--- src/rtl/core/feature_vector_encoder_defines.svh ---
// Assertion macros shared by the feature vector encoder RTL.
`ifndef FEATURE_VECTOR_ENCODER_DEFINES_SVH
`define FEATURE_VECTOR_ENCODER_DEFINES_SVH

// A condition that must hold at every clock edge outside reset.
`define FVE_ASSERT_ALWAYS(lbl, expr, msg) \
    lbl: assert property (@(posedge aclk) disable iff (!aresetn) (expr)) else $error(msg);

// A condition that must hold in the cycle after a trigger.
`define FVE_ASSERT_NEXT(lbl, ante, cons, msg) \
    lbl: assert property (@(posedge aclk) disable iff (!aresetn) (ante) |=> (cons)) \
        else $error(msg);

`endif

--- src/rtl/core/fve_pkg.sv ---
// Types, codes and constants shared by the feature vector encoder modules.
package fve_pkg;

    localparam int MAX_WIDTH_DEF = 64;
    localparam int FRAC_BITS_DEF = 14;
    localparam int QUEUE_DEPTH   = 2;

    // Encoding kinds on the input.
    localparam logic [2:0] FUNC_FRAC   = 3'd0;
    localparam logic [2:0] FUNC_BIN    = 3'd1;
    localparam logic [2:0] FUNC_THERM  = 3'd2;
    localparam logic [2:0] FUNC_SQRT   = 3'd3;
    localparam logic [2:0] FUNC_ONEHOT = 3'd4;

    // Result status codes.
    localparam logic [1:0] STAT_OK    = 2'd0;
    localparam logic [1:0] STAT_RANGE = 2'd1;
    localparam logic [1:0] STAT_KIND  = 2'd2;

    // Commands handed from the front to the back.
    localparam logic [2:0] CMD_FIX    = 3'd0;
    localparam logic [2:0] CMD_NA     = 3'd1;
    localparam logic [2:0] CMD_BIN    = 3'd2;
    localparam logic [2:0] CMD_THERM  = 3'd3;
    localparam logic [2:0] CMD_SQRT   = 3'd4;
    localparam logic [2:0] CMD_ONEHOT = 3'd5;
    localparam logic [2:0] CMD_FRAC   = 3'd6;

    // Element generation modes in the back.
    localparam logic [2:0] MODE_FIX    = 3'd0;
    localparam logic [2:0] MODE_NA     = 3'd1;
    localparam logic [2:0] MODE_BIN    = 3'd2;
    localparam logic [2:0] MODE_THERM  = 3'd3;
    localparam logic [2:0] MODE_ONEHOT = 3'd4;

    typedef struct packed {
        logic [2:0]  func;
        logic [15:0] value;
        logic        value_na;
        logic [6:0]  out_width;
        logic [15:0] max_value;
    } in_t;

    typedef struct packed {
        logic [14:0] element;
        logic        element_na;
        logic [1:0]  status;
        logic        last;
    } out_t;

    typedef struct packed {
        logic [2:0]  op;
        logic [15:0] value;
        logic [15:0] max_value;
        logic [6:0]  width;
        logic        na;
        logic [1:0]  status;
    } cmd_t;

endpackage

--- src/rtl/core/fve_front.sv ---
// Front end: accepts input beats and classifies them into back-end commands.
module fve_front #(
    parameter int MAX_WIDTH = fve_pkg::MAX_WIDTH_DEF
) (
    input  logic          aresetn,
    input  logic          s_valid,
    output logic          s_ready,
    input  fve_pkg::in_t  s_data,
    input  logic          q_full,
    output logic          push,
    output fve_pkg::cmd_t cmd
);

    logic [6:0] width_sat;
    logic       drop;

    assign s_ready = aresetn && !q_full;

    always_comb begin
        if (s_data.out_width > 7'(MAX_WIDTH)) begin
            width_sat = 7'(MAX_WIDTH);
        end else begin
            width_sat = s_data.out_width;
        end

        cmd.value     = s_data.value;
        cmd.max_value = s_data.max_value;
        cmd.width     = width_sat;
        cmd.na        = 1'b0;
        cmd.status    = fve_pkg::STAT_OK;
        cmd.op        = fve_pkg::CMD_FIX;
        drop          = 1'b0;

        if (s_data.value_na) begin
            if (s_data.func == fve_pkg::FUNC_FRAC) begin
                cmd.op    = fve_pkg::CMD_FIX;
                cmd.na    = 1'b1;
                cmd.width = 7'd1;
            end else begin
                cmd.op = fve_pkg::CMD_NA;
                drop   = (width_sat == 7'd0);
            end
        end else if (s_data.value > s_data.max_value) begin
            cmd.op     = fve_pkg::CMD_FIX;
            cmd.status = fve_pkg::STAT_RANGE;
            cmd.width  = 7'd1;
        end else begin
            case (s_data.func)
                fve_pkg::FUNC_FRAC: begin
                    cmd.op    = fve_pkg::CMD_FRAC;
                    cmd.width = 7'd1;
                end
                fve_pkg::FUNC_BIN:    cmd.op = fve_pkg::CMD_BIN;
                fve_pkg::FUNC_THERM:  cmd.op = fve_pkg::CMD_THERM;
                fve_pkg::FUNC_SQRT:   cmd.op = fve_pkg::CMD_SQRT;
                fve_pkg::FUNC_ONEHOT: cmd.op = fve_pkg::CMD_ONEHOT;
                default: begin
                    cmd.op     = fve_pkg::CMD_FIX;
                    cmd.status = fve_pkg::STAT_KIND;
                    cmd.width  = 7'd1;
                end
            endcase
            // An empty run produces nothing at all.
            if (cmd.op != fve_pkg::CMD_FIX && cmd.op != fve_pkg::CMD_FRAC) begin
                drop = (width_sat == 7'd0);
            end
        end
    end

    assign push = s_valid && s_ready && !drop;

endmodule

--- src/rtl/core/fve_queue.sv ---
// Small command queue between the front and back ends.
module fve_queue (
    input  logic          aclk,
    input  logic          aresetn,
    input  logic          push,
    input  fve_pkg::cmd_t push_data,
    input  logic          pop,
    output fve_pkg::cmd_t pop_data,
    output logic          full,
    output logic          empty
);

    localparam int PW = (fve_pkg::QUEUE_DEPTH > 1) ? $clog2(fve_pkg::QUEUE_DEPTH) : 1;
    localparam int CW = $clog2(fve_pkg::QUEUE_DEPTH + 1);

    fve_pkg::cmd_t entry_reg [fve_pkg::QUEUE_DEPTH];
    logic [PW-1:0] wr_ptr_reg, wr_ptr_next;
    logic [PW-1:0] rd_ptr_reg, rd_ptr_next;
    logic [CW-1:0] count_reg, count_next;

    assign full     = (count_reg == CW'(fve_pkg::QUEUE_DEPTH));
    assign empty    = (count_reg == CW'(0));
    assign pop_data = entry_reg[rd_ptr_reg];

    always_comb begin
        wr_ptr_next = wr_ptr_reg;
        rd_ptr_next = rd_ptr_reg;
        count_next  = count_reg;
        if (push) begin
            wr_ptr_next = (wr_ptr_reg == PW'(fve_pkg::QUEUE_DEPTH - 1)) ?
                          PW'(0) : wr_ptr_reg + PW'(1);
        end
        if (pop) begin
            rd_ptr_next = (rd_ptr_reg == PW'(fve_pkg::QUEUE_DEPTH - 1)) ?
                          PW'(0) : rd_ptr_reg + PW'(1);
        end
        if (push && !pop) begin
            count_next = count_reg + CW'(1);
        end else if (pop && !push) begin
            count_next = count_reg - CW'(1);
        end
    end

    always_ff @(posedge aclk) begin
        if (!aresetn) begin
            wr_ptr_reg <= '0;
            rd_ptr_reg <= '0;
            count_reg  <= '0;
        end else begin
            wr_ptr_reg <= wr_ptr_next;
            rd_ptr_reg <= rd_ptr_next;
            count_reg  <= count_next;
        end
    end

    always_ff @(posedge aclk) begin
        if (push) begin
            entry_reg[wr_ptr_reg] <= push_data;
        end
    end

endmodule

--- src/rtl/core/fve_back.sv ---
// Back end: serial divide and square root, then element-by-element emission.
`include "feature_vector_encoder_defines.svh"

module fve_back #(
    parameter int MAX_WIDTH = fve_pkg::MAX_WIDTH_DEF,
    parameter int FRAC_BITS = fve_pkg::FRAC_BITS_DEF
) (
    input  logic          aclk,
    input  logic          aresetn,
    input  logic          q_empty,
    input  fve_pkg::cmd_t q_data,
    output logic          pop,
    output logic          m_valid,
    input  logic          m_ready,
    output fve_pkg::out_t m_data
);

    localparam int CW = $clog2(MAX_WIDTH + 1);
    localparam int QW = FRAC_BITS + 1;
    localparam int SW = $clog2(FRAC_BITS + 1);

    localparam logic [1:0] ST_IDLE = 2'd0;
    localparam logic [1:0] ST_DIV  = 2'd1;
    localparam logic [1:0] ST_SQRT = 2'd2;
    localparam logic [1:0] ST_EMIT = 2'd3;

    logic [1:0]    state_reg, state_next;
    logic [2:0]    mode_reg, mode_next;
    logic [CW-1:0] cnt_reg, cnt_next;
    logic [CW-1:0] width_reg, width_next;
    logic [15:0]   value_reg, value_next;
    logic [15:0]   max_reg, max_next;
    logic [15:0]   ones_reg, ones_next;
    logic [15:0]   rem_reg, rem_next;
    logic [QW-1:0] quo_reg, quo_next;
    logic [SW-1:0] step_reg, step_next;
    logic [7:0]    root_reg, root_next;
    logic [7:0]    bit_reg, bit_next;
    logic          na_reg, na_next;
    logic [1:0]    status_reg, status_next;
    logic          m_valid_reg, m_valid_next;
    fve_pkg::out_t m_data_reg;
    fve_pkg::out_t out_next;
    logic          out_load;

    logic [16:0]   shifted;
    logic          div_ge;
    logic [7:0]    trial;
    logic [15:0]   trial_sq;
    logic [15:0]   bin_shift;
    logic          elem_bit;
    logic          q0;

    assign m_valid = m_valid_reg;
    assign m_data  = m_data_reg;

    // One restoring-division step and one square-root trial per cycle.
    assign shifted   = {rem_reg, 1'b0};
    assign div_ge    = (shifted >= {1'b0, max_reg});
    assign trial     = root_reg | bit_reg;
    assign trial_sq  = trial * trial;
    assign bin_shift = value_reg >> cnt_reg;
    assign q0        = (q_data.value >= q_data.max_value);

    always_comb begin
        case (mode_reg)
            fve_pkg::MODE_BIN:    elem_bit = bin_shift[0];
            fve_pkg::MODE_THERM:  elem_bit = (16'(cnt_reg) < ones_reg);
            fve_pkg::MODE_ONEHOT: elem_bit = (16'(cnt_reg) == value_reg);
            default:              elem_bit = 1'b0;
        endcase

        out_next.element    = (mode_reg == fve_pkg::MODE_FIX) ? 15'(quo_reg) : 15'(elem_bit);
        out_next.element_na = (mode_reg == fve_pkg::MODE_NA) ? 1'b1 : na_reg;
        out_next.status     = status_reg;
        out_next.last       = ((cnt_reg + CW'(1)) == width_reg);
    end

    always_comb begin
        state_next  = state_reg;
        mode_next   = mode_reg;
        cnt_next    = cnt_reg;
        width_next  = width_reg;
        value_next  = value_reg;
        max_next    = max_reg;
        ones_next   = ones_reg;
        rem_next    = rem_reg;
        quo_next    = quo_reg;
        step_next   = step_reg;
        root_next   = root_reg;
        bit_next    = bit_reg;
        na_next     = na_reg;
        status_next = status_reg;
        pop         = 1'b0;
        out_load    = 1'b0;

        case (state_reg)
            ST_IDLE: begin
                if (!q_empty) begin
                    pop         = 1'b1;
                    cnt_next    = '0;
                    width_next  = CW'(q_data.width);
                    value_next  = q_data.value;
                    max_next    = q_data.max_value;
                    ones_next   = q_data.value;
                    na_next     = q_data.na;
                    status_next = q_data.status;
                    quo_next    = '0;
                    state_next  = ST_EMIT;
                    case (q_data.op)
                        fve_pkg::CMD_FIX:    mode_next = fve_pkg::MODE_FIX;
                        fve_pkg::CMD_NA:     mode_next = fve_pkg::MODE_NA;
                        fve_pkg::CMD_BIN:    mode_next = fve_pkg::MODE_BIN;
                        fve_pkg::CMD_THERM:  mode_next = fve_pkg::MODE_THERM;
                        fve_pkg::CMD_ONEHOT: mode_next = fve_pkg::MODE_ONEHOT;
                        fve_pkg::CMD_SQRT: begin
                            mode_next  = fve_pkg::MODE_THERM;
                            root_next  = '0;
                            bit_next   = 8'h80;
                            state_next = ST_SQRT;
                        end
                        fve_pkg::CMD_FRAC: begin
                            mode_next = fve_pkg::MODE_FIX;
                            // A zero maximum only passes with a zero value; the result is 0.
                            if (q_data.max_value != 16'd0) begin
                                quo_next   = QW'(q0);
                                rem_next   = q0 ? (q_data.value - q_data.max_value)
                                                : q_data.value;
                                step_next  = SW'(FRAC_BITS);
                                state_next = ST_DIV;
                            end
                        end
                        default: mode_next = fve_pkg::MODE_FIX;
                    endcase
                end
            end
            ST_DIV: begin
                rem_next  = div_ge ? 16'(shifted - {1'b0, max_reg}) : shifted[15:0];
                quo_next  = {quo_reg[QW-2:0], div_ge};
                step_next = step_reg - SW'(1);
                if (step_reg == SW'(1)) begin
                    state_next = ST_EMIT;
                end
            end
            ST_SQRT: begin
                if (trial_sq <= value_reg) begin
                    root_next = trial;
                end
                bit_next = bit_reg >> 1;
                if (bit_reg[0]) begin
                    ones_next  = (trial_sq <= value_reg) ? 16'(trial) : 16'(root_reg);
                    state_next = ST_EMIT;
                end
            end
            ST_EMIT: begin
                if (!m_valid_reg || m_ready) begin
                    out_load = 1'b1;
                    cnt_next = cnt_reg + CW'(1);
                    if (out_next.last) begin
                        state_next = ST_IDLE;
                    end
                end
            end
            default: state_next = ST_IDLE;
        endcase

        if (out_load) begin
            m_valid_next = 1'b1;
        end else if (m_ready) begin
            m_valid_next = 1'b0;
        end else begin
            m_valid_next = m_valid_reg;
        end
    end

    always_ff @(posedge aclk) begin
        if (!aresetn) begin
            state_reg   <= ST_IDLE;
            m_valid_reg <= 1'b0;
        end else begin
            state_reg   <= state_next;
            m_valid_reg <= m_valid_next;
        end
    end

    always_ff @(posedge aclk) begin
        mode_reg   <= mode_next;
        cnt_reg    <= cnt_next;
        width_reg  <= width_next;
        value_reg  <= value_next;
        max_reg    <= max_next;
        ones_reg   <= ones_next;
        rem_reg    <= rem_next;
        quo_reg    <= quo_next;
        step_reg   <= step_next;
        root_reg   <= root_next;
        bit_reg    <= bit_next;
        na_reg     <= na_next;
        status_reg <= status_next;
        if (out_load) begin
            m_data_reg <= out_next;
        end
    end

    `FVE_ASSERT_ALWAYS(a_pop_only_idle, !(pop && (state_reg != ST_IDLE)), "pop outside idle")
    `FVE_ASSERT_ALWAYS(a_no_load_busy, !(out_load && (state_reg != ST_EMIT)), "beat loaded while computing")
    `FVE_ASSERT_ALWAYS(a_cnt_in_run, !((state_reg == ST_EMIT) && (cnt_reg >= width_reg)), "element index past run")
    `FVE_ASSERT_NEXT(a_last_ends_run, out_load && out_next.last, (state_reg == ST_IDLE) && m_valid_reg, "run did not end after last beat")

endmodule

--- src/rtl/core/feature_vector_encoder.sv ---
// Top level of the feature vector encoder.
//
// Input channel s_*: one beat carries an attribute value with its encoding
// kind, output width and maximum. Result channel m_*: a run of element beats
// for that input, with last set on the final beat. Both use valid/ready.
// A front classifies each input beat into a command and pushes it into a
// two-entry queue; a back end pops commands and produces the elements.
// The bit kinds go straight to emission; the square-root thermometer first
// takes eight trial steps of an 8x8 multiplier, and the fraction kind first
// runs its restoring divide, one step per cycle. A run is then emitted one
// beat per cycle when the receiver is ready, and the back end pops the next
// command only after the last beat of the run is loaded.
// Items with an empty run produce no beats and take no back-end time.
// Reset (aresetn low, synchronous) empties the queue, drops any run in flight
// and clears m_valid. When m_ready is low, the output register holds its
// beat, the back end waits, and the front keeps accepting until the queue
// is full.
module feature_vector_encoder #(
    parameter int MAX_WIDTH = fve_pkg::MAX_WIDTH_DEF,
    parameter int FRAC_BITS = fve_pkg::FRAC_BITS_DEF
) (
    input  logic          aclk,
    input  logic          aresetn,
    input  logic          s_valid,
    output logic          s_ready,
    input  fve_pkg::in_t  s_data,
    output logic          m_valid,
    input  logic          m_ready,
    output fve_pkg::out_t m_data
);

    fve_pkg::cmd_t push_cmd;
    fve_pkg::cmd_t pop_cmd;
    logic          push;
    logic          pop;
    logic          q_full;
    logic          q_empty;

    fve_front #(
        .MAX_WIDTH(MAX_WIDTH)
    ) u_front (
        .aresetn (aresetn),
        .s_valid (s_valid),
        .s_ready (s_ready),
        .s_data  (s_data),
        .q_full  (q_full),
        .push    (push),
        .cmd     (push_cmd)
    );

    fve_queue u_queue (
        .aclk      (aclk),
        .aresetn   (aresetn),
        .push      (push),
        .push_data (push_cmd),
        .pop       (pop),
        .pop_data  (pop_cmd),
        .full      (q_full),
        .empty     (q_empty)
    );

    fve_back #(
        .MAX_WIDTH(MAX_WIDTH),
        .FRAC_BITS(FRAC_BITS)
    ) u_back (
        .aclk    (aclk),
        .aresetn (aresetn),
        .q_empty (q_empty),
        .q_data  (pop_cmd),
        .pop     (pop),
        .m_valid (m_valid),
        .m_ready (m_ready),
        .m_data  (m_data)
    );

endmodule

--- config.mk ---
export PLATFORM = sky130hd
export DESIGN_NAME = feature_vector_encoder
export DESIGN_NICKNAME = d
export VERILOG_FILES = /design/src/rtl/core/fve_pkg.sv /design/src/rtl/core/fve_front.sv /design/src/rtl/core/fve_queue.sv /design/src/rtl/core/fve_back.sv /design/src/rtl/core/feature_vector_encoder.sv
export VERILOG_INCLUDE_DIRS = /design/src /design/src/rtl/core
export SDC_FILE = /design/constraint.sdc
export NUM_CORES = 1
export LEC_CHECK = 0
export ABC_AREA = 1
export BUFFER_PORTS_ARGS = -buffer_cell sky130_fd_sc_hd__clkbuf_2
export CORE_MARGIN = 1
export CORE_UTILIZATION = 60
export DETAILED_ROUTE_END_ITERATION = 10
export GPL_ROUTABILITY_DRIVEN = 1
export PLACE_DENSITY = 0.78
export SLEW_MARGIN = 40
export SYNTH_ARGS = -nofsm -noshare
export SYNTH_HDL_FRONTEND = slang
export SYNTH_SLANG_ARGS = --single-unit
--- constraint.sdc ---
create_clock -name aclk -period 6.7 [get_ports aclk]
set_input_delay 0 -clock aclk [delete_from_list [all_inputs] [get_ports aclk]]
set_output_delay 0 -clock aclk [all_outputs]
set_load 0.1 [all_outputs]
* After elaboration in Yosys (flattened, before gate mapping)
Memories as Yosys holds them, arrays and structs flattened. A register that Yosys moved wholly into a read port is not among the register bits.
Index checks and enable logic that the tools add are counted.
** Operators by class
- Order comparisons :: 6
- Shift operators :: 1
- Mux-type cells :: 72
- Reductions and logical operators :: 35
- $mul :: 1
- Add/subtract/negate cells :: 8
- Bitwise operators :: 2
- Equality and inequality tests :: 31
** Operator list (count)
- 16-bit two-way mux :: 7
- 16-bit one-hot mux with 2 select lines :: 2
- 8-bit two-way mux :: 7
- 7-bit two-way mux :: 6
- 8-bit one-hot mux with 2 select lines :: 2
- 16-bit subtractor :: 2
- 15-bit two-way mux :: 2
- 15-bit one-hot mux with 2 select lines :: 1
- 2-bit two-way mux :: 11
- 1-bit two-way mux :: 20
- 3-bit by 2-bit equality test with 1-bit output (second input constant) :: 6
- 17-bit by 16-bit greater-or-equal comparator with 1-bit output :: 1
- 7-bit by 16-bit equality test with 1-bit output :: 1
- 16-bit greater-or-equal comparator :: 1
- 16-bit greater-than comparator :: 1
- 16-bit <= comparator :: 1
- 7-bit by 16-bit less-than comparator with 1-bit output :: 1
- 8-bit by 8-bit multiplier with 16-bit output :: 1
- 16-bit nonzero test :: 1
- 16-bit by 7-bit right shift with 1-bit output :: 1
- 3-bit equality test (second input constant) :: 5
- 3-bit one-hot mux with 5 select lines :: 1
- 7-bit one-hot mux with 2 select lines :: 1
- 3-bit two-way mux :: 4
- other kinds (37) :: 70
** Storage, ports and cells
- Bits of input ports :: 47
- Register bits :: 145
- Memory bits (writable) :: 90
- Memories kept :: 1
** Memories
- u_queue.entry_reg :: words 2, bits a word 45, read ports 1, clocked after Yosys merged registers in 1, wr ports 1, RTL line fve_queue.sv:16 : fve_pkg::cmd_t entry_reg [fve_pkg::QUEUE_DEPTH];

* Logic depth before layout (Yosys ltp)
Gate-level depths: netlist of run 1.
- Depth after elaboration :: 15
- Mapped depth :: 30
- Depth with buffers taken out :: 30

* Cells and area by module
From an unflattened synthesis of run 1, not the netlist that was laid out.
** Second synthesis, totals
- Cell total of the unflattened synthesis :: 1562
- Area, all modules :: 14924.3 sq um
** Modules (own cells, without submodules)
- fve_back :: instances 1, area each 10231.1 sq um, cells an instance 1216, sequential area each 4204.0 sq um
- fve_queue :: instances 1, area each 3678.5 sq um, cells an instance 175, sequential area each 2802.7 sq um
- fve_front :: instances 1, area each 1014.7 sq um, cells an instance 171, sequential area each 0.0 sq um

* Least setup slack after synthesis of run 1
No wires, ideal clock.
- Kind :: register -> register
- Start :: register u_back.bit_reg[2]
- End :: register u_back.root_reg[0] (enable)
- Stages on the path, launching flop included :: 26
- Arrival time :: 5370 ps
- Path slack :: 1006 ps
- Setup time :: 324 ps
- Buffers on the path :: 0
- Cell sequence :: edfxtp_1 -> nor2_1 -> nor2_1 -> fa_1 -> fa_1 -> inv_1 -> fa_1 -> fa_1 -> inv_1 -> ha_1 -> nand2_1 -> nor4_1 -> nor2_1 -> o21ai_0 -> a21oi_1 -> xor2_1 -> ha_1 -> nand2_1 -> inv_1 -> o21ai_0 -> nand2_1 -> a21oi_1 -> nand2_1 -> nand2_1 -> o21ai_1 -> inv_1
** On the way
- Cells in the longest elaborated chain, start to end :: 5
** RTL lines
- start: declaration :: RTL line fve_back.sv:38 : logic [7:0] bit_reg, bit_next;
- start signal: assignment :: RTL line fve_back.sv:197 : bit_reg <= bit_next;
- 8-bit OR :: RTL line fve_back.sv:60 : assign trial = root_reg | bit_reg;
- 8-bit by 8-bit multiplier with 16-bit output :: RTL line fve_back.sv:61 : assign trial_sq = trial * trial;
- 16-bit <= comparator :: RTL line fve_back.sv:146 : if (trial_sq <= value_reg) begin
- 2-bit by 1-bit != test with 1-bit output (no source line)
- 4-bit AND reduction (no source line)
- end signal: assignment :: RTL line fve_back.sv:196 : root_reg <= root_next;
- end: declaration :: RTL line fve_back.sv:37 : logic [7:0] root_reg, root_next;
Every way passes these cells.
A chain may end at the register's enable or synchronous reset.

* Worst setup path in the final report of run 1
- Start :: register u_back.bit_reg[1]
- End :: register u_back.root_reg[6] (enable)
Same word-level chain as after synthesis.

==> results.md, run 1 <==
* Final Setup Violations at 0
* Final Wtd Congestion at between 0.9 and 1
* Wirelength per Cell at between 15 and 20 µm
* Total track usage at about 28%
* Setup CP Type: reg -> reg
* TNS Setup at 0 ns
* Max Cap Violations at 0
* Congestion Overflow GR at 0
* First-pass GRT wire length at about 53 mm
* Post-Route WL at around 33 mm
* Worst-path clk slew at ~0.06 ns
* Ant. Diodes at 0
* Worst EP arrival at approximately 6.3 ns
* Ys Warns at 0
* Seq/Total Area, Yosys at just under 50%
* Avg Cell Area, Syn at ~9.1 µm²
* Largest net degree at the start of global routing at 49
* Via count at 11,205
* Core ar. at approximately 24,000 µm²
* Status: finished clean
* Wire length on met1 at 14.2 mm
* Hold Violations, Final at 0
* Pre-Repair DR Iteration Count at 9
* HP Class: in -> reg
* Initial antenna violation count at 0
* Vias in the first global route at 10,821
* Port buffer count at 67
* Design area at 16,400 µm²
* Post-Synthesis Cells at roughly 1,600
* Rows at 56
* Root buffer cell: clkbuf_16
* Skew final at roughly 0.017 ns
* Hold depth at 2
* Top Layer Used: met4
* Flip-flop count of the largest register after layout at 90
* Total die area at about 25,000 µm²
* RSZ-0062 raised after global routing: no
* Post-DRT Antenna Nets at 0
* Post-synth EDFFs at 228
* Post-DP Area at 15,200 µm²
* Area growth syn-to-layout at 13.8%
* Number of fill cells at approximately 1,800
* Clock sink total at around 240
* Worst EP required at just under 7 ns
* # IOs at between 60 and 70
* Ys async rst share at 0%
* Worst-Skew Late Latency at ~0.52 ns
* Dominant synthesized flop cell: edfxtp_1
* Vias/cell at ~5.5
* Fin crit share at about nine tenths
* Max-slew violation count at 0
* Startpoint class of the critical path: register
* CP delay by family, top: adder cells
* DRT iter0 DRCs at 844
* Post-DP HPWL at 24.2 mm
* Worst path depth at 25
* Fmax at about 0.16 GHz
* FF-to-FF path depth at 25
* Yosys cell types at 50
* CTS Buf Count at 25
* Die width at around 160 µm
* Share of post-route cells with drive strength above 1 at under 10%
* Synth Register Bits at approximately 240
* Initial core utilization at between 60% and 70%
* Bufs on Longest Clock Path at 3
* CP Capture Type: register
* CP max FO at 10
* Routed wl met2 at 15.3 mm
* Measured slew at the worst slew-check pin at 0.797 ns
* Die height at 157 µm
* Worst slew margin at between 40% and 50%
* Post-layout net count at 1,889
* Slowest-stage cell, CP: fa_1
* DRC viols at 0
* CTS H-Tree Depth at 1
* Syn Nets at ~1,800
* Routed wl met3 at between 2 and 2.5 mm
* Buffers and inverters on the worst path at 4
* Fin crit period at about 6.1 ns
* CTS tree: done
* Delay of the slowest cell on the worst path at ~0.56 ns
* Synthesized cell area at 14,500 µm²
[metrics by stage]
| stage | hold WS, ns | instances | setup slack (ns) | utilization (%) |
|---|---|---|---|---|
| global placement | 0.207 | 1953 | 0.465 | 64.3 |
| CTS | 0.216 | 2047 | 0.220 | 69.8 |
| global route | 0.233 | 2047 | 0.00199 | 69.9 |
| finish | 0.228 | 2047 | 0.585 | 69.9 |
| detailed placement | 0.210 | 1953 | 0.270 | 64.4 |
| floorplan | 0.0989 | 1582 | 1.01 | - |
[timing repair]
| action | CTS | global route |
|---|---|---|
| endpoints found under the setup margin | 0 | 16 |
| endpoints found under the hold margin | 96 | 0 |
| buffers inserted | 0 | 0 |
| hold buffers | 49 | 0 |
| gates resized for setup | 0 | 5 |
[cell usage in the layout (no fill, tap or decap), types with 10 or more instances in the layout]
master         instances
nand2_1              310
inv_1                287
edfxtp_1             228
nor2_1               166
ha_1                 105
o21ai_0               76
a21oi_1               75
nand3_1               75
clkbuf_2              67
dlygate4sd3_1         49
fa_1                  27
clkbuf_16             25
nand3b_1              23
o21ai_1               22
xor2_1                21
xnor2_1               19
nand4_1               17
nor3_1                17
buf_4                 16
mux2_2                10
[worst paths after layout]
| kind | startpoint | endpoint | slack (ns) |
|---|---|---|---|
| max | u_back.bit_reg[1] | u_back.root_reg[6] | 0.58 |
| min | s_data[7] | u_queue.entry_reg[0][17] | 0.23 |
| max reg2reg | u_back.bit_reg[1] | u_back.root_reg[6] | 0.58 |
| min reg2reg | u_back.status_reg[0] | u_back.m_data[1] | 0.43 |
[Yosys cell counts, types with 2 or more instances]
cell type | n | area share [%]
and2_1 | 2 | 0.087
a211oi_1 | 2 | 0.10
xor2_1 | 21 | 1.3
nor2_1 | 171 | 4.4
a21o_1 | 8 | 0.42
nor2_2 | 2 | 0.087
nor4_1 | 4 | 0.17
nand2_2 | 6 | 0.26
o21ai_0 | 80 | 2.8
nand2_1 | 310 | 8.0
nor3_1 | 17 | 0.59
ha_1 | 105 | 9.1
nand4_1 | 17 | 0.74
o21ai_2 | 2 | 0.12
fa_1 | 27 | 3.7
a21oi_1 | 76 | 2.6
xnor2_1 | 19 | 1.2
o21bai_1 | 8 | 0.42
buf_2 | 9 | 0.31
o21ai_1 | 18 | 0.62
nand3_1 | 75 | 2.6
buf_6 | 7 | 0.55
edfxtp_1 | 228 | 47
inv_1 | 288 | 7.5
o211ai_1 | 2 | 0.10
mux2_2 | 10 | 0.78
inv_2 | 3 | 0.078
dfxtp_1 | 8 | 1.1
clkbuf_1 | 13 | 0.34
nand3_2 | 2 | 0.14
nand3b_1 | 23 | 1.2
[final cells by class]
type | count | area (µm²) | area share (%)
sequential | 236 | 7010 | 42.6
multi-input combinational | 1023 | 6220 | 37.8
tap | 319 | 399 | 2.43
clock inverter | 15 | 109 | 0.662
clock buffer | 30 | 664 | 4.04
timing repair buffer | 132 | 946 | 5.75
inverter | 292 | 1100 | 6.66
[layer usage]
layer / track usage [%] / vias to the layer above
li1: - / 5466
met1: 37.3 / 5182
met2: 45.3 / 469
met3: 3.85 / 88
met4: 11.0 / 0
met5: 0 / -
[logic make-up after synthesis]
| logic type | share of synthesized area (%) |
|---|---|
| adder cells (fa/ha/maj) | 12.8 |
| AND/OR/NAND/NOR | 18.7 |
| XOR/XNOR | 2.42 |
| multiplexers | 0.848 |
| AO/OA/AOI/OAI | 7.88 |
| buffers and inverters | 8.85 |
| flip-flops | 48.5 |
[worst reg2reg max path, delay by kind of cell (launching register included)]
family	cells	cell delay [ns]
fa+ha+maj	6	2.76
compound gates	7	1.05
simple gates	7	1.04
flops	1	0.44
buf+inv	4	0.34
xor+xnor	1	0.18
Power of run 1 is not shown: default switching activity piles up to over one toggle a cycle in this logic, so the estimate is an artifact.
==> run 2, diff against run 1 <==
--- a/config.mk
+++ b/config.mk
@@ -16,4 +16,5 @@
 export SLEW_MARGIN = 40
 export SYNTH_ARGS = -nofsm -noshare
 export SYNTH_HDL_FRONTEND = slang
+export SYNTH_HIERARCHICAL = 1
 export SYNTH_SLANG_ARGS = --single-unit
==> run 2 against run 1 <==
Synthesized area increased by 3.2%. First-iteration DRC count increased by 1.2%. Count of clock-buffer cells in the layout fell by 2. Synthesized cell count decreased by 1.3%. Flip-flop and latch count is the same. Worst setup slack got worse by 0.12 ns. Final cell count decreased by 1.9%. Critical path depth is 1 higher. Die area up 3.2%. Via count down 0.79%. Non-clock buffer count is 2 higher. Largest cell class unchanged.
==> results.md, run 2 <==
* Root buffer cell: clkbuf_16
* Reg-to-reg slack, setup at 0.46 ns
* Area growth syn-to-layout at 11.8%
* Seq/Total Area, Yosys at between 40% and 50%
* Reg-to-reg endpoint: u_back/root_reg[2]
* Synth Area in Simple Gates at between 10% and 20%
* TNS Setup at 0 ns
* Worst EP required at 6.89 ns
* DRT iter0 DRCs at approximately 850
* Share of post-route cells with drive strength above 1 at about 12%
* Fin crit share at between 90 and 100%
* Mux cell area share after synthesis at under 10%
* Synth Register Bits at 236
* Vias in the first global route at 10,977
* Largest family of logic cells by synthesized area: simple AND/OR/NAND/NOR gates
* Post-DP HPWL at around 24 mm
* Fraction of synthesized cell area in xor and xnor cells at about 2.1%
* FF-to-FF path depth at 26
* RSZ-0062 raised after global routing: no
* Largest net degree at the start of global routing at 46
* Post-synth top area cell: edfxtp_1
* Synth top area share at 45.9%
* Most common cell in the netlist: nand2_1
* Avg Cell Area, Syn at approximately 9.6 µm²
* CP Capture Type: register
* Commonest cells after routing, fill and taps aside: 301 x nand2_1, 257 x inv_1, 228 x edfxtp_1
* Worst-path clk slew at 0.07 ns
* Ys Warns at 6
* Number of fill cells at roughly 1,800
* Placed Cells at 1,913
* Die width at ~160 µm
* Max Cap Violations at 0
* Initial antenna violation count at 0
* Clock sink total at 236
* Core ar. at 24,400 µm²
* Compound-Gate Fraction of Synth Area at 6.03%
* Synthesized cell area at 14,900 µm²
* Worst r2r src: u_back/bit_reg[3]
* Worst-Skew Late Latency at approximately 0.52 ns
* Setup CP Type: reg -> reg
* First-pass GRT wire length at between 50 and 60 mm
* Flip-flop count of the largest register after layout at 90
* Hold Path End: u_queue/entry_reg[1][44]
* Min-delay src: s_data[41]
* Post-Route WL at 34.4 mm
* Post-DRT Antenna Nets at 0
* Measured slew at the worst slew-check pin at about 0.8 ns
* Hold depth at 4
* PnR worst setup slack at 0.461 ns
* Bufs on Longest Clock Path at 3
* Area contributors post-synth: edfxtp_1 46%, ha_1 8.7%, nand2_1 7.6%
* Total track usage at 27.1%
* Slowest-stage cell, CP: fa_1
* Fin crit period at slightly above 6 ns
* Skew final at around 0.01 ns
* Hold Violations, Final at 0
* Congestion Overflow GR at 0
* Die height at 160 µm
* Post-synth EDFFs at roughly 230
* CTS H-Tree Depth at 1
* Top cell by count, worst path: inv_1
* # IOs at between 60 and 70
* Delay of the slowest cell on the worst path at around 0.54 ns
* Pre-CTS setup slack at ~0.47 ns
* CTS tree: done
* CP max FO at 9
* Rows at 57
* Adder-cell area share of the yosys netlist at between 10% and 20%
* Most common cell after layout, fill and taps aside: nand2_1
* Startpoint class of the critical path: register
* Fin cells at around 2,000
* Fmax at about 0.16 GHz
* DRC viols at 0
* Syn Nets at around 1,700
* Port buffer count at 67
* Synth cell count leaders: 301 x nand2_1, 257 x inv_1, 228 x edfxtp_1, 166 x nor2_1, 104 x ha_1
* Yosys cell types at 53
* Initial core utilization at roughly three fifths
* Via count at 11,116
* Status: finished clean
* Worst EP arrival at about 6.4 ns
* Max-slew violation count at 0
* CTS Buf Count at 24
* Ys async rst share at 0%
* HP Class: in -> reg
* Post-layout net count at ~1,800
* Ant. Diodes at 0
* Final Wtd Congestion at 0.938
* Post-Synthesis Cells at between 1,500 and 2,000
* Total die area at 25,500 µm²
* Final Setup Violations at 0
* Pre-Repair DR Iteration Count at 5
* Dominant synthesized flop cell: edfxtp_1
* Worst slew margin at roughly half
* Vias/cell at 5.54
* Wirelength per Cell at ~17 µm
[run 2: cell count changes after synthesis, moves of 8 or more]
cell,delta
nand4_1,+12
a21oi_1,-8
mux2_4,+40
buf_4,+32
o21ai_0,-25
inv_1,-31
o21ai_1,-14
nand2_1,-9
nor3_1,-8
[run 2: kinds of logic (layout without fill, tap and decap cells)]
| group | after synthesis | in the layout |
|---|---|---|
| AND/OR/NAND/NOR | 634 | 634 |
| buffers and inverters | 318 | 440 |
| flip-flops | 236 | 236 |
| AO/OA/AOI/OAI | 160 | 160 |
| adder cells (fa/ha/maj) | 131 | 131 |
| multiplexers | 45 | 45 |
| XOR/XNOR | 36 | 36 |
| other | 2 | 2 |
[run 2: final cells by class]
type	count	area, µm²	share of cell area [%]
clock buffer	28	637	3.82
tap	324	405	2.43
clock inverter	15	135	0.810
timing repair buffer	134	968	5.81
multi-input combinational	1008	6540	39.2
sequential	236	7010	42.0
inverter	263	987	5.92
[run 2: stage by stage]
| stage | util [%] | hold slack (ns) | cell area, µm² |
|---|---|---|---|
| 2_1_floorplan | - | 0.120 | 14900 |
| 3_3_place_gp | 63.0 | 0.205 | 15400 |
| 3_5_place_dp | 63.1 | 0.209 | 15400 |
| 4_1_cts | 68.4 | 0.00812 | 16700 |
| 5_1_grt | 68.4 | 0.0556 | 16700 |
| 6_report | 68.4 | 0.0868 | 16700 |
[run 2: worst max path at each step]
stage,startpoint,to,slack (ns)
CTS,u_back/root_reg[1],u_back/root_reg[0],0.43
detailed placement,u_back/root_reg[1],u_back/root_reg[1],0.47
finish,u_back/bit_reg[3],u_back/root_reg[2],0.46
global route,u_back/bit_reg[3],u_back/root_reg[5],0.03
floorplan,u_back/bit_reg[2],u_back/root_reg[0],1.02
global placement,u_back/bit_reg[1],u_back/root_reg[0],0.62
[run 2: layer usage]
| metal | track usage [%] | wire length, µm | up-vias | share of wire [%] |
|---|---|---|---|---|
| met5 | 0 | 0 | - | 0 |
| met2 | 46.0 | 16500 | 448 | 48 |
| li1 | - | - | 5375 | - |
| met4 | 8.48 | 851 | 0 | 2.5 |
| met1 | 36.5 | 14900 | 5227 | 43 |
| met3 | 3.35 | 2210 | 66 | 6.4 |
[run 2: repair_timing]
action / CTS / global route
gates resized for setup: 0 / 1
hold buffers: 52 / 0
endpoints found under the hold margin: 92 / 0
setup endpoints to repair: 0 / 8
setup buffers: 0 / 0
[run 2: worst max-delay path: cells and delay by family, from the launching register on]
family	cells	cell delay, ns
fa+ha+maj	6	2.70
buf+inv	6	0.55
compound gates	6	0.99
simple gates	7	1.11
xor+xnor	1	0.15
flops	1	0.40
Power of run 2 is left out for the same reason.
